### config.mk
export PLATFORM = sky130hd
export DESIGN_NAME = bmp24_stream_decoder
export DESIGN_NICKNAME = d
export VERILOG_FILES = /design/src/rtl/core/bmpd_pkg.sv /design/src/rtl/core/bmpd_hdr.sv /design/src/rtl/core/bmp24_stream_decoder.sv
export SDC_FILE = /design/constraint.sdc
export NUM_CORES = 1
export LEC_CHECK = 0
export BUFFER_PORTS_ARGS = -buffer_cell sky130_fd_sc_hd__buf_2
export CAP_MARGIN = 20
export CELL_PAD_IN_SITES_DETAIL_PLACEMENT = 0
export CELL_PAD_IN_SITES_GLOBAL_PLACEMENT = 2
export CORE_ASPECT_RATIO = 0.9
export CORE_UTILIZATION = 42
export CTS_CLUSTER_DIAMETER = 40
export CTS_CLUSTER_SIZE = 14
export DETAILED_ROUTE_END_ITERATION = 10
export PLACE_DENSITY = 0.91
export SYNTH_ARGS = -nofsm -noshare
export SYNTH_HDL_FRONTEND = slang
export SYNTH_SLANG_ARGS = --single-unit
### constraint.sdc
create_clock -name clk -period 7.6 [get_ports clk]
set_input_delay 0.38 -clock clk [delete_from_list [all_inputs] [get_ports clk]]
set_output_delay 0.38 -clock clk [all_outputs]
set_load 0.1 [all_outputs]
### src/rtl/core/bmpd_pkg.sv
// ----------------------------------------------------------------------------
// bmpd_pkg
// Shared types and constants of the 24-bit BMP stream decoder.
// ----------------------------------------------------------------------------
package bmpd_pkg;

    localparam int DEF_MAX_WIDTH  = 4096;
    localparam int DEF_MAX_HEIGHT = 4096;

    localparam logic [15:0] BMP_MAGIC      = 16'h4D42;
    localparam logic [31:0] BMP_INFO_SIZE  = 32'd40;
    localparam logic [15:0] BMP_BIT_DEPTH  = 16'd24;
    localparam logic [31:0] BMP_HDR_BYTES  = 32'd54;
    localparam logic [31:0] BMP_HDR_LAST   = 32'd53;

    typedef enum logic [2:0] {
        ST_PIXEL   = 3'd0,
        ST_MAGIC   = 3'd1,
        ST_HDRSIZE = 3'd2,
        ST_FORMAT  = 3'd3,
        ST_DIMS    = 3'd4,
        ST_TRUNC   = 3'd5
    } status_t;

    typedef enum logic [4:0] {
        PH_HEADER = 5'b00001,
        PH_SKIP   = 5'b00010,
        PH_PIXELS = 5'b00100,
        PH_DONE   = 5'b01000,
        PH_HALT   = 5'b10000
    } phase_t;

    // header check result handed to the stream control
    typedef struct packed {
        status_t status;
        logic    top_down;
        logic    off_is_54;
    } bmpd_hdr_t;

endpackage

### src/rtl/core/bmpd_hdr.sv
// ----------------------------------------------------------------------------
// bmpd_hdr
// Captures the header fields of the file and info headers, checks them and
// derives the image geometry used while pixels are decoded.
// ----------------------------------------------------------------------------
module bmpd_hdr
    import bmpd_pkg::*;
#(
    parameter int MAX_WIDTH  = DEF_MAX_WIDTH,
    parameter int MAX_HEIGHT = DEF_MAX_HEIGHT
)
(
    input  logic                                 clk,
    input  logic                                 rst_n,
    input  logic                                 cap_en,
    input  logic [5:0]                           cap_pos,
    input  logic [7:0]                           cap_byte,
    output bmpd_hdr_t                            info,
    output logic [31:0]                          data_offset,
    output logic [$clog2(MAX_WIDTH + 1)-1:0]     w_m1,
    output logic [$clog2(MAX_HEIGHT + 1)-1:0]    h_m1,
    output logic [$clog2(3 * MAX_WIDTH + 4)-1:0] data_len,
    output logic [$clog2(3 * MAX_WIDTH + 4)-1:0] row_len
);

    localparam int COL_W = $clog2(MAX_WIDTH + 1);
    localparam int ROW_W = $clog2(MAX_HEIGHT + 1);
    localparam int RB_W  = $clog2(3 * MAX_WIDTH + 4);

    logic [15:0] magic_reg, magic_next;
    logic [31:0] offset_reg, offset_next;
    logic [31:0] isize_reg, isize_next;
    logic [31:0] width_reg, width_next;
    logic [31:0] height_reg, height_next;
    logic [15:0] depth_reg, depth_next;
    logic [31:0] comp_reg, comp_next;

    bmpd_hdr_t         info_reg, info_next;
    logic [COL_W-1:0]  w_m1_reg, w_m1_next;
    logic [ROW_W-1:0]  h_m1_reg, h_m1_next;
    logic [RB_W-1:0]   dlen_reg, dlen_next;
    logic [RB_W-1:0]   rlen_reg, rlen_next;

    logic [31:0] height_mag;
    logic [33:0] len_mul;
    logic [33:0] len_pad;
    logic [5:0]  lane;

    // byte capture, little endian fields
    always_comb
    begin
        magic_next  = magic_reg;
        offset_next = offset_reg;
        isize_next  = isize_reg;
        width_next  = width_reg;
        height_next = height_reg;
        depth_next  = depth_reg;
        comp_next   = comp_reg;
        lane        = 6'd0;
        if (cap_en)
        begin
            if (cap_pos < 6'd2)
            begin
                lane = cap_pos;
                magic_next[8 * lane[0] +: 8] = cap_byte;
            end
            else if (cap_pos >= 6'd10 && cap_pos < 6'd14)
            begin
                lane = cap_pos - 6'd10;
                offset_next[8 * lane[1:0] +: 8] = cap_byte;
            end
            else if (cap_pos >= 6'd14 && cap_pos < 6'd18)
            begin
                lane = cap_pos - 6'd14;
                isize_next[8 * lane[1:0] +: 8] = cap_byte;
            end
            else if (cap_pos >= 6'd18 && cap_pos < 6'd22)
            begin
                lane = cap_pos - 6'd18;
                width_next[8 * lane[1:0] +: 8] = cap_byte;
            end
            else if (cap_pos >= 6'd22 && cap_pos < 6'd26)
            begin
                lane = cap_pos - 6'd22;
                height_next[8 * lane[1:0] +: 8] = cap_byte;
            end
            else if (cap_pos >= 6'd28 && cap_pos < 6'd30)
            begin
                lane = cap_pos - 6'd28;
                depth_next[8 * lane[0] +: 8] = cap_byte;
            end
            else if (cap_pos >= 6'd30 && cap_pos < 6'd34)
            begin
                lane = cap_pos - 6'd30;
                comp_next[8 * lane[1:0] +: 8] = cap_byte;
            end
        end
    end

    // fields settle by byte 33; the check reads the captured field registers and its result is registered
    always_comb
    begin
        height_mag = height_reg[31] ? (~height_reg + 32'd1) : height_reg;
        len_mul    = {2'b00, width_reg} + {1'b0, width_reg, 1'b0};
        len_pad    = (len_mul + 34'd3) & ~34'd3;

        info_next.top_down  = height_reg[31];
        info_next.off_is_54 = (offset_reg == BMP_HDR_BYTES);
        if (magic_reg != BMP_MAGIC)
            info_next.status = ST_MAGIC;
        else if (isize_reg != BMP_INFO_SIZE)
            info_next.status = ST_HDRSIZE;
        else if (depth_reg != BMP_BIT_DEPTH || comp_reg != 32'd0)
            info_next.status = ST_FORMAT;
        else if (width_reg[31] || width_reg == 32'd0 || height_reg == 32'd0)
            info_next.status = ST_DIMS;
        else if (width_reg > 32'(MAX_WIDTH) || height_mag > 32'(MAX_HEIGHT))
            info_next.status = ST_DIMS;
        else if (offset_reg < BMP_HDR_BYTES)
            info_next.status = ST_HDRSIZE;
        else
            info_next.status = ST_PIXEL;

        w_m1_next = COL_W'(width_reg - 32'd1);
        h_m1_next = ROW_W'(height_mag - 32'd1);
        dlen_next = RB_W'(len_mul);
        rlen_next = RB_W'(len_pad);
    end

    always_ff @(posedge clk)
    begin
        magic_reg  <= magic_next;
        offset_reg <= offset_next;
        isize_reg  <= isize_next;
        width_reg  <= width_next;
        height_reg <= height_next;
        depth_reg  <= depth_next;
        comp_reg   <= comp_next;
        w_m1_reg   <= w_m1_next;
        h_m1_reg   <= h_m1_next;
        dlen_reg   <= dlen_next;
        rlen_reg   <= rlen_next;
    end

    always_ff @(posedge clk or negedge rst_n)
    begin
        if (!rst_n)
        begin
            info_reg <= '{status: ST_PIXEL, top_down: 1'b0, off_is_54: 1'b0};
        end
        else
        begin
            info_reg <= info_next;
        end
    end

    assign info        = info_reg;
    assign data_offset = offset_reg;
    assign w_m1        = w_m1_reg;
    assign h_m1        = h_m1_reg;
    assign data_len    = dlen_reg;
    assign row_len     = rlen_reg;

endmodule

### src/rtl/core/bmp24_stream_decoder.sv
// ----------------------------------------------------------------------------
// bmp24_stream_decoder
// Streaming decoder for uncompressed 24-bit BMP files, one byte per transaction.
// ----------------------------------------------------------------------------
// The block takes one file byte in every clock cycle while in_ready is high
// and produces at most one result per byte: a pixel on the third byte of each
// stored BGR triple, or a single error transaction (bad magic, bad header,
// unsupported format, bad dimensions, truncation) after which it ignores bytes
// until start_of_file. Each byte is finished in the cycle it is accepted; the
// phase, position and row/column counters update in that cycle and the result
// lands in an output register, so a byte can be accepted as a waiting result
// is taken. in_ready drops only while that output register is full and stalled.
// Rows stored bottom-up are flipped in image_row, and row padding is dropped.
// ----------------------------------------------------------------------------
module bmp24_stream_decoder
    import bmpd_pkg::*;
#(
    parameter int MAX_WIDTH  = DEF_MAX_WIDTH,
    parameter int MAX_HEIGHT = DEF_MAX_HEIGHT
)
(
    input  logic        clk,
    input  logic        rst_n,
    input  logic        in_valid,
    output logic        in_ready,
    input  logic [7:0]  data_byte,
    input  logic        start_of_file,
    input  logic        end_of_file,
    output logic        out_valid,
    input  logic        out_ready,
    output logic [7:0]  red,
    output logic [7:0]  green,
    output logic [7:0]  blue,
    output logic [11:0] column,
    output logic [11:0] image_row,
    output logic [2:0]  status,
    output logic        last_pixel
);

    localparam int COL_W = $clog2(MAX_WIDTH + 1);
    localparam int ROW_W = $clog2(MAX_HEIGHT + 1);
    localparam int RB_W  = $clog2(3 * MAX_WIDTH + 4);

    phase_t            phase_reg, phase_next, phase_cur;
    logic [31:0]       pos_reg, pos_next, pos_cur, pos_inc;
    logic [1:0]        cp_reg, cp_next;
    logic [7:0]        held_blue_reg, held_blue_next;
    logic [7:0]        held_green_reg, held_green_next;
    logic [RB_W-1:0]   rb_reg, rb_next, rb_inc;
    logic [COL_W-1:0]  col_reg, col_next;
    logic [ROW_W-1:0]  row_reg, row_next, y_pix;

    logic              out_valid_reg, out_valid_next;
    logic [7:0]        red_reg, red_next;
    logic [7:0]        green_reg, green_next;
    logic [7:0]        blue_reg, blue_next;
    logic [11:0]       column_reg, column_next;
    logic [11:0]       image_row_reg, image_row_next;
    status_t           status_reg, status_next;
    logic              last_reg, last_next;

    logic              accept;
    logic              emit_pix;
    logic              emit_err;
    status_t           err_code;
    logic              is_last;

    bmpd_hdr_t         hdr;
    logic [31:0]       data_offset;
    logic [COL_W-1:0]  w_m1;
    logic [ROW_W-1:0]  h_m1;
    logic [RB_W-1:0]   data_len;
    logic [RB_W-1:0]   row_len;

    assign in_ready = !out_valid_reg || out_ready;
    assign accept   = in_valid && in_ready;

    // a start of file restarts parsing on this very byte
    assign phase_cur = start_of_file ? PH_HEADER : phase_reg;
    assign pos_cur   = start_of_file ? 32'd0 : pos_reg;

    bmpd_hdr #(
        .MAX_WIDTH  (MAX_WIDTH),
        .MAX_HEIGHT (MAX_HEIGHT)
    ) u_hdr (
        .clk         (clk),
        .rst_n       (rst_n),
        .cap_en      (accept && phase_cur == PH_HEADER),
        .cap_pos     (pos_cur[5:0]),
        .cap_byte    (data_byte),
        .info        (hdr),
        .data_offset (data_offset),
        .w_m1        (w_m1),
        .h_m1        (h_m1),
        .data_len    (data_len),
        .row_len     (row_len)
    );

    always_comb
    begin
        phase_next      = phase_reg;
        pos_next        = pos_reg;
        cp_next         = cp_reg;
        held_blue_next  = held_blue_reg;
        held_green_next = held_green_reg;
        rb_next         = rb_reg;
        col_next        = col_reg;
        row_next        = row_reg;

        out_valid_next  = out_valid_reg && !out_ready;
        red_next        = red_reg;
        green_next      = green_reg;
        blue_next       = blue_reg;
        column_next     = column_reg;
        image_row_next  = image_row_reg;
        status_next     = status_reg;
        last_next       = last_reg;

        emit_pix = 1'b0;
        emit_err = 1'b0;
        err_code = ST_TRUNC;
        pos_inc  = pos_cur + 32'd1;
        rb_inc   = rb_reg + RB_W'(1);
        is_last  = (col_reg == w_m1) && (row_reg == h_m1);
        y_pix    = hdr.top_down ? row_reg : (h_m1 - row_reg);

        if (accept)
        begin
            unique case (phase_cur)
                PH_HEADER:
                begin
                    cp_next  = 2'd0;
                    rb_next  = '0;
                    col_next = '0;
                    row_next = '0;
                    if (pos_cur == BMP_HDR_LAST)
                    begin
                        if (hdr.status != ST_PIXEL)
                        begin
                            emit_err   = 1'b1;
                            err_code   = hdr.status;
                            phase_next = PH_HALT;
                        end
                        else
                        begin
                            pos_next   = BMP_HDR_BYTES;
                            phase_next = hdr.off_is_54 ? PH_PIXELS : PH_SKIP;
                        end
                    end
                    else
                    begin
                        pos_next   = pos_inc;
                        phase_next = PH_HEADER;
                    end
                end
                PH_SKIP:
                begin
                    pos_next = pos_inc;
                    if (pos_inc >= data_offset)
                        phase_next = PH_PIXELS;
                end
                PH_PIXELS:
                begin
                    if (rb_reg < data_len)
                    begin
                        unique case (cp_reg)
                            2'd0:
                            begin
                                held_blue_next = data_byte;
                                cp_next        = 2'd1;
                            end
                            2'd1:
                            begin
                                held_green_next = data_byte;
                                cp_next         = 2'd2;
                            end
                            default:
                            begin
                                emit_pix = 1'b1;
                                cp_next  = 2'd0;
                                col_next = col_reg + COL_W'(1);
                                if (is_last)
                                    phase_next = PH_DONE;
                            end
                        endcase
                    end
                    rb_next = rb_inc;
                    // end of stored row, padding included
                    if (rb_inc >= row_len)
                    begin
                        rb_next  = '0;
                        col_next = '0;
                        cp_next  = 2'd0;
                        row_next = row_reg + ROW_W'(1);
                    end
                end
                PH_DONE, PH_HALT:
                begin
                    phase_next = phase_cur;
                end
                default:
                begin
                    phase_next = PH_HALT;
                end
            endcase

            // early end of file replaces a pixel completed by the same byte
            if (end_of_file && phase_cur != PH_DONE && phase_cur != PH_HALT
                && phase_next != PH_DONE && phase_next != PH_HALT)
            begin
                emit_pix   = 1'b0;
                emit_err   = 1'b1;
                err_code   = ST_TRUNC;
                phase_next = PH_HALT;
            end

            if (emit_pix)
            begin
                out_valid_next = 1'b1;
                red_next       = data_byte;
                green_next     = held_green_reg;
                blue_next      = held_blue_reg;
                column_next    = 12'(col_reg);
                image_row_next = 12'(y_pix);
                status_next    = ST_PIXEL;
                last_next      = is_last;
            end
            else if (emit_err)
            begin
                out_valid_next = 1'b1;
                red_next       = 8'd0;
                green_next     = 8'd0;
                blue_next      = 8'd0;
                column_next    = 12'd0;
                image_row_next = 12'd0;
                status_next    = err_code;
                last_next      = 1'b0;
            end
        end
    end

    always_ff @(posedge clk or negedge rst_n)
    begin
        if (!rst_n)
        begin
            phase_reg     <= PH_HEADER;
            pos_reg       <= 32'd0;
            cp_reg        <= 2'd0;
            rb_reg        <= '0;
            col_reg       <= '0;
            row_reg       <= '0;
            out_valid_reg <= 1'b0;
        end
        else
        begin
            phase_reg     <= phase_next;
            pos_reg       <= pos_next;
            cp_reg        <= cp_next;
            rb_reg        <= rb_next;
            col_reg       <= col_next;
            row_reg       <= row_next;
            out_valid_reg <= out_valid_next;
        end
    end

    always_ff @(posedge clk)
    begin
        held_blue_reg  <= held_blue_next;
        held_green_reg <= held_green_next;
        red_reg        <= red_next;
        green_reg      <= green_next;
        blue_reg       <= blue_next;
        column_reg     <= column_next;
        image_row_reg  <= image_row_next;
        status_reg     <= status_next;
        last_reg       <= last_next;
    end

    assign out_valid  = out_valid_reg;
    assign red        = red_reg;
    assign green      = green_reg;
    assign blue       = blue_reg;
    assign column     = column_reg;
    assign image_row  = image_row_reg;
    assign status     = status_reg;
    assign last_pixel = last_reg;

endmodule

* Word level (Yosys, flattened, before mapping) *
Cells that the tools add are included.

cells by class
  add/sub/neg operators = 23
  magnitude comparators = 19
  equality and inequality tests = 21
  shifts and indexed selects = 14
  muxes and demuxes = 69
  bitwise operators = 7
  reductions and logical operators = 46

operators with widths
  operator                   number
  $neg A5 Y34                5
  $shift A8 B34 Y32 const A  5
  $shiftx A8 B34 Y32         5
  $bwmux W32                 5
  $mux W32                   4
  $neg A4 Y34                2
  $shift A8 B34 Y16 const A  2
  $shiftx A8 B34 Y16         2
  $add A32 B1 Y32 const B    2
  $eq A32 B6 Y1 const B      2
  $gt A32 B13 Y1 const B     2
  $logic_not A32 Y1          2
  $pmux W32 S2               1
  $mux W13                   4
  $pmux W13 S2               2
  $mux W12                   4
  $mux W5                    9
  $mux W3                    11
  $bwmux W16                 2
  $ge A32 B32 Y1             1
  $lt A32 B6 Y1 const B      1
  $mux W8                    4
  $ne A32 B6 Y1 const B      1
  $not A32 Y32               1
  51 further kinds           120

word-level totals
  flip-flop bits (word level) = 397
  input bits = 14
  output and inout port bits = 54
  word-level logic and storage cells = 229

* Logic depth before layout (Yosys ltp) *
Gate-level depths: netlist (run 1).

  depth after elaboration = 15
  depth in mapped cells = 22
  mapped depth without buffers = 18

* Modules after synthesis *
A second synthesis (run 1) with hierarchy kept.

unflattened totals
  cell total of the unflattened synthesis = 1872
  area total of the unflattened synthesis = 20618.5 um^2

modules (own cells, without submodules)
  module                times used  cells an instance  area each (um^2)  sequential area each (um^2)
  bmpd_hdr              1           826                10616.4           6931.6
  bmp24_stream_decoder  1           1046               10002.1           4045.1

* Worst setup path after synthesis (run 1) *
No wires, ideal clock.

  kind = input port to flip-flop
  from = input port start_of_file
  to = register blue_reg[0] (netlist: blue[0]) (enable)
  library setup time = 493 ps
  arrival time = 5404 ps
  slack = 1703 ps
  stages on the path = 11
  cell sequence = clkbuf_1 clkbuf_1 clkbuf_1 nand2b_1 ha_1 inv_1 or4_1 nor3_1 nand2_1 or4_1 a31oi_1

between the ends
  word-level cells in the longest chain between the ends = 13
  elaborated cells between the ends (all ways) = 32
  classes of those cells = 1 x add/sub; 1 x order compare; 10 x eq/ne; 13 x mux; 7 x reduce/logical

ends and longest elaborated chain
  element                            line                         text
  start: declaration                 bmp24_stream_decoder.sv:27   input logic start_of_file,
  $mux W32                           bmp24_stream_decoder.sv:80   assign pos_cur = start_of_file ? 32'd0 : pos_reg;
  $add A32 B1 Y32                    bmp24_stream_decoder.sv:122  pos_inc = pos_cur + 32'd1;
  $ge A32 B32 Y1                     bmp24_stream_decoder.sv:159  if (pos_inc >= data_offset)
  $mux W5                            bmp24_stream_decoder.sv:159
  $pmux W5 S4                        bmp24_stream_decoder.sv:129  unique case (phase_cur)
  $mux W5                            bmp24_stream_decoder.sv:127  if (accept)
  $ne A5 B4 Y1                       bmp24_stream_decoder.sv:209  && phase_next != PH_DONE && phase_next != PH_HALT)
  $logic_and A1 B1 Y1 (2 in series)  bmp24_stream_decoder.sv:209
  $mux W1                            bmp24_stream_decoder.sv:208  if (end_of_file && phase_cur != PH_DONE && phase_cur != PH_HALT
  $mux W1                            bmp24_stream_decoder.sv:127
  $reduce_bool A2 Y1 (no line) (*)   -
  $reduce_and A2 Y1 (no line) (*)    -
  end signal: assignment             bmp24_stream_decoder.sv:272  blue_reg <= blue_next;
  end: declaration                   bmp24_stream_decoder.sv:56   logic [7:0] blue_reg, blue_next;

Every way passes the cells marked *; elsewhere a longest branch is shown, timed or not. The select of a mux whose other input is x is not followed.
A chain may end at the register's enable or synchronous reset.

* Final worst setup path (run 1) *
  from = register pos_reg[1]
  to = register phase_reg[1]

between the ends
  word-level cells in the longest chain between the ends = 10
  elaborated cells between the ends (all ways) = 13
  classes of those cells = 1 x add/sub; 1 x order compare; 3 x eq/ne; 6 x mux; 2 x reduce/logical

ends and longest elaborated chain
  element                            line                         text
  start: declaration                 bmp24_stream_decoder.sv:45   logic [31:0] pos_reg, pos_next, pos_cur, pos_inc;
  start signal: assignment           bmp24_stream_decoder.sv:257  pos_reg <= pos_next;
  $mux W32 (*)                       bmp24_stream_decoder.sv:80
  $add A32 B1 Y32                    bmp24_stream_decoder.sv:122
  $ge A32 B32 Y1                     bmp24_stream_decoder.sv:159
  $mux W5                            bmp24_stream_decoder.sv:159
  $pmux W5 S4 (*)                    bmp24_stream_decoder.sv:129
  $mux W5 (*)                        bmp24_stream_decoder.sv:127
  $ne A5 B4 Y1                       bmp24_stream_decoder.sv:209
  $logic_and A1 B1 Y1 (2 in series)  bmp24_stream_decoder.sv:209
  $mux W5 (*)                        bmp24_stream_decoder.sv:208
  end signal: assignment             bmp24_stream_decoder.sv:256  phase_reg <= phase_next;
  end: declaration                   bmp24_stream_decoder.sv:44   phase_t phase_reg, phase_next, phase_cur;

Marks and branches as above.

==> results.cfg, run 1 <==
[run_status]
status = completed

[floorplan]
die_h_um = 208
rows = 75
die_w_um = 231
die-area_um2 = 48100
io_pins = 68
initial_core_util = 0.426
coreArea_um2 = 46500

[yosys]
ys_seq_area_frac = 0.554
avgSynthCellArea_um2 = 10.9
yosysMostFrequentCell = edfxtp_1
yosys.area.top_type = edfxtp_1
synth_fp_nets = 1933
synth_area_um2 = 19800
synth_edf_count = 260
syn_inst = 1812
synth_area_leaders = edfxtp_1, dfrtp_1, ha_1
synth_warnings = 0
ys_top_cells_by_count = edfxtp_1, nand2_1, inv_1
yosysTopAreaCellShare = 0.394
synth_cell_types = 81
async_reset_ff_frac = 0.214
ys_ff_latch = 397
synthFlopType = edfxtp_1

[detailed_routing]
wl_met3_um = 3690
wl_met1_um = 24600
wl_per_cell_um = 19.9
first_iter_violations = 1362
maxUsedRoutingLayer = met4
drcViolationCount = 0
vias_per_cell = 5.59
first_pass_iters = 5
ant_nets = 0
wl_um = 50900
vias = 14309
wl_met2_um = 21500

[critical_path]
startpoint_type = register
reg2regPathDepth = 16
cp_top_family = simple AND/OR/NAND/NOR gates
critPathCaptureType = register
crit_required_ps = 8100
crit_path_top_delay_cell = or4_1
cp.buffers_inverters = 1
arrival_ps = 4880
path_cells = nand2b_1, inv_1, ha_1, and3_1, and3_1, nand4_1, nor2_1, nand3_1, xor2_1, nor2_1, ha_1, nand4_1, or4_1, a31oi_1, o22ai_1, a22o_1
reg2reg_from = pos_reg[1]
path_class = reg -> reg
critical_path.max_stage_delay_ps = 590
r2r-end = phase_reg[1]
cp_max_fo = 12
rrSetupSlack_ps = 3220

[clocking]
clkLatencyLatePin_ps = 630
cts_setup_buffers = 0
ctsHoldBuffers = 1
cts_max_level = 2
cts_tree = yes
cts-resized-gates = 0
cts_sinks = 397
cts_buffer_depth = 3
cts_root_buf = clkbuf_16
numCtsBuffers = 58
clk_pin_slew_ps = 60

[sta]
skew_ps = 29.8
slew_headroom = 0.282
period_needed_ps = 4380
hold_viol = 0
fmax_mhz = 228
period_share = 0.576
maxSlewViolCount = 0
finalSetupTns_ps = 0
rsz0062_at_grt = no
finalSetupViolations = 0
worst_slew_pin_slew_ps = 1070

[pwr]
ir_drop_mv = 0.298
powerDensity_nw_per_um2 = 251
p_leak_uw = 0.00902
total_power_uw = 5720

[global_routing]
grt_overflow = 0
grt_pass1_wl_um = 78500
grt_pass1_vias = 13284
antenna_found_initial = 0
grtUsageTotal = 0.213
grt_start_max_net_pins = 60

[min_path]
min_path_type = in -> reg
holdPathEnd = held_green_reg[0]
holdPathStages = 1
hp-start = data_byte[0]

[finish]
synthToLayoutAreaGrowth_pct = 15.1
fin_area_um2 = 22800
nets = 2019
layout-drive-gt1-share = 0.107
fin_cells = 2561
fillers = 4217
antenna_cells = 0
fin_util = 0.490

[place]
io_buffers = 67
post_dp_cell_area_um2 = 20800
dpl.hpwl_um = 37100
place_congestion = 0.956
dp.cells = 2453

[flow_run]
cap_violations = 0
cell type report:
cell class                 count  area, µm²  area share
tap                          616        771      0.0338
inverter                     134        503      0.0221
clock inverter                46        479      0.0210
multi-input combinational   1225       8140       0.357
timing repair buffer          82        453      0.0199
sequential                   397      11000       0.481
clock buffer                  61       1480      0.0651
metal layers:
| metal | global-route usage | vias to the layer above |
|---|---|---|
| met4 | 0.0621 | 0 |
| met2 | 0.307 | 519 |
| met3 | 0.0360 | 84 |
| li1 | - | 6804 |
| met5 | 0 | - |
| met1 | 0.326 | 6902 |
cell usage in the layout (no fill, tap or decap), types with 7 or more instances in the layout:
cell	n
edfxtp_1	260
nand2_1	146
inv_1	134
nor2_1	131
ha_1	105
o21ai_0	85
dfrtp_1	84
a21oi_1	74
and2_1	70
xnor2_1	69
buf_2	66
clkbuf_16	59
xor2_1	52
dfxtp_1	52
nand3_1	50
nor3_1	45
nor4_1	44
nand4_1	41
a31oi_1	24
and3_1	21
nand2b_1	20
or3_1	19
a22o_1	19
o31ai_1	17
a21o_1	16
or4_1	15
buf_4	15
nor2b_1	14
nor4b_1	9
inv_6	9
clkinvlp_4	9
or2_2	8
a211oi_1	8
o211ai_1	7
mux2i_1	7
cells by family (layout without fill, tap and decap cells):
| group | count (synthesis) | after routing | share of synthesized area |
|---|---|---|---|
| multiplexers | 8 | 8 | 0.00410 |
| XOR/XNOR | 121 | 121 | 0.0535 |
| adder cells (fa/ha/maj) | 107 | 107 | 0.0683 |
| buffers and inverters | 190 | 323 | 0.0366 |
| AO/OA/AOI/OAI | 321 | 321 | 0.106 |
| flip-flops | 397 | 397 | 0.554 |
| AND/OR/NAND/NOR | 668 | 668 | 0.177 |
worst max path at each step:
stage / depth (start not counted) / end / slack, ps / startpoint
floorplan: 11 / blue[0] / 1700 / start_of_file
finish: 16 / phase_reg[1] / 3220 / pos_reg[1]
global placement: 11 / red[1] / 3220 / start_of_file
CTS: 16 / phase_reg[1] / 3250 / pos_reg[1]
global route: 16 / phase_reg[1] / 2880 / pos_reg[1]
detailed placement: 11 / red[1] / 3130 / start_of_file
power breakdown:
part / leakage (µW) / switching (µW) / internal [µW]
clock: 0.000939 / 1100 / 1570
combinational: 0.00403 / 466 / 120
sequential: 0.00405 / 69.4 / 2390
total: 0.00902 / 1630 / 4080
through the flow:
step	hold WS, ps	setup WS (ps)
6_report	37.4	3220
5_1_grt	30.8	2880
4_1_cts	18.9	3250
3_5_place_dp	323	3130
3_3_place_gp	323	3220
2_1_floorplan	84.4	1700
No activity file was read; power rests on OpenSTA's default activity.
==> run 2: changes to the inputs <==
--- a/config.mk
+++ b/config.mk
@@ -10,11 +10,11 @@
 export CELL_PAD_IN_SITES_DETAIL_PLACEMENT = 0
 export CELL_PAD_IN_SITES_GLOBAL_PLACEMENT = 2
 export CORE_ASPECT_RATIO = 0.9
-export CORE_UTILIZATION = 42
+export CORE_UTILIZATION = 38
 export CTS_CLUSTER_DIAMETER = 40
 export CTS_CLUSTER_SIZE = 14
 export DETAILED_ROUTE_END_ITERATION = 10
-export PLACE_DENSITY = 0.91
+export PLACE_DENSITY = 0.87
 export SYNTH_ARGS = -nofsm -noshare
 export SYNTH_HDL_FRONTEND = slang
 export SYNTH_SLANG_ARGS = --single-unit
==> constraint.sdc (replaced) <==
create_clock -name clk -period 3.54 [get_ports clk]
set_input_delay 0.177 -clock clk [delete_from_list [all_inputs] [get_ports clk]]
set_output_delay 0.177 -clock clk [all_outputs]
set_load 0.1 [all_outputs]
==> results.cfg, run 2 (synthesis results as in run 1) <==
[sta]
period_needed_ps = 3420
period_share = 0.965
skew_ps = 29.5
slew_headroom = 0.341
fmax_mhz = 293
maxSlewViolCount = 0
hold_viol = 0
hold_slack_ps = 226
finalSetupViolations = 0
worst_slew_pin_slew_ps = 978

[global_routing]
grt_start_max_net_pins = 60
antenna_found_initial = 0
grt_pass1_wl_um = 82600
grt_pass1_vias = 14322
grtUsageTotal = 0.202
grt_overflow = 0

[critical_path]
path_class = reg -> reg
crit_required_ps = 3840
critPathCaptureType = register
startpoint_type = register
cp_max_fo = 24
arrival_ps = 3720

[clocking]
cts_max_level = 2
clkLatencyLatePin_ps = 620
numCtsBuffers = 60
cts_tree = yes
cts_root_buf = clkbuf_16
clk_pin_slew_ps = 50
cts_buffer_depth = 3
cts_sinks = 397

[finish]
fin_util = 0.467
fillers = 4792
fin_cells = 2758
fin_area_um2 = 24100
layout-drive-gt1-share = 0.169
multi_input_area_um2 = 8280
final_cell_mix = edfxtp_1, nand2_1, inv_1, nor2_1, buf_4
layout_commonest_cell = edfxtp_1
nets = 2142
synthToLayoutAreaGrowth_pct = 21.5
antenna_cells = 0
seq_area_um2 = 11000

[pwr]
powerDensity_nw_per_um2 = 521
p_leak_uw = 0.00972
ir_drop_mv = 0.375

[floorplan]
rows = 79
die_w_um = 243
initial_core_util = 0.384
coreArea_um2 = 51600
die-area_um2 = 53100
die_h_um = 219
io_pins = 68

[detailed_routing]
vias_per_cell = 5.32
first_iter_violations = 1484
vias = 14668
first_pass_iters = 5
wl_um = 53200
drcViolationCount = 0
ant_nets = 0
wl_per_cell_um = 19.3

[flow_run]
cap_violations = 0

[min_path]
min_path_type = in -> async

[place]
dp.cells = 2624
post_dp_cell_area_um2 = 21700
io_buffers = 67
dpl.hpwl_um = 39200
place_congestion = 0.913

[run_status]
status = completed
[run 2: cell types whose count changed in the layout (fill, tap and decap cells not counted), sizes merged]
cell / previous run / this run
buf: 81 / 191
dlygate4sd3: 1 / 12
clkbuf: 61 / 69
clkinvlp: 9 / 5
bufinv: 3 / 1
clkinv: 18 / 20
[run 2: layout make-up]
cell class	instances	area share
tap	688	0.0357
timing repair buffer	203	0.0592
multi-input combinational	1225	0.344
clock inverter	42	0.0188
clock buffer	69	0.0659
sequential	397	0.456
inverter	134	0.0210
[run 2: path summary, 6_finish.rpt]
path	start	end	slack, ps	cells after the start
min in group clk	start_of_file	pos_reg[0]	230	4
hold / removal	rst_n	pos_reg[13]	230	2
hold reg to reg	u_hdr.data_offset[0]	u_hdr.info[0]	460	1
setup / recovery	pos_reg[0]	green[7]	120	10
max in group asynchronous	rst_n	u_hdr.info[3]	2410	3
setup reg to reg	pos_reg[0]	green[7]	120	10
[run 2: what timing repair did]
item,CTS,global route
endpoints found under the setup margin,3,54
resized for setup,5,27
setup buffers,2,9
hold buffers,12,0
hold endpoints to repair,83,0
pin swaps,0,17
[run 2: metal layers]
| layer | global-route usage | part of all wire |
|---|---|---|
| met1 | 0.294 | 0.48 |
| met2 | 0.298 | 0.42 |
| met3 | 0.0438 | 0.077 |
| met4 | 0.0669 | 0.025 |
| met5 | 0 | 0 |
[run 2: per-stage QoR]
step / setup WS [ps] / TNS (ps) / power, µW
global route: -28.4 / -35.3 / 13000
finish: 123 / 0 / 12500
detailed placement: -188 / -253 / 6770
floorplan: -107 / -6820 / 6240
CTS: 20.1 / 0 / 12600
global placement: -146 / -177 / 6750
[run 2: report_power, final]
part           leakage (µW)  internal, µW  switching, µW
Sequential          0.00405          5140           77.4
Clock              0.000986          3410           2390
Combinational       0.00468           381           1140
Total               0.00972          8930           3610
[run 2: critical path: stages (launching register included)]
cell and delay, ps:
dfrtp_1 350, nor2b_4 180, buf_4 260, ha_1 200
inv_1 120, or4_1 560, nor3_1 230, nand2_1 100
or4_1 540, a31oi_4 310, buf_12 230
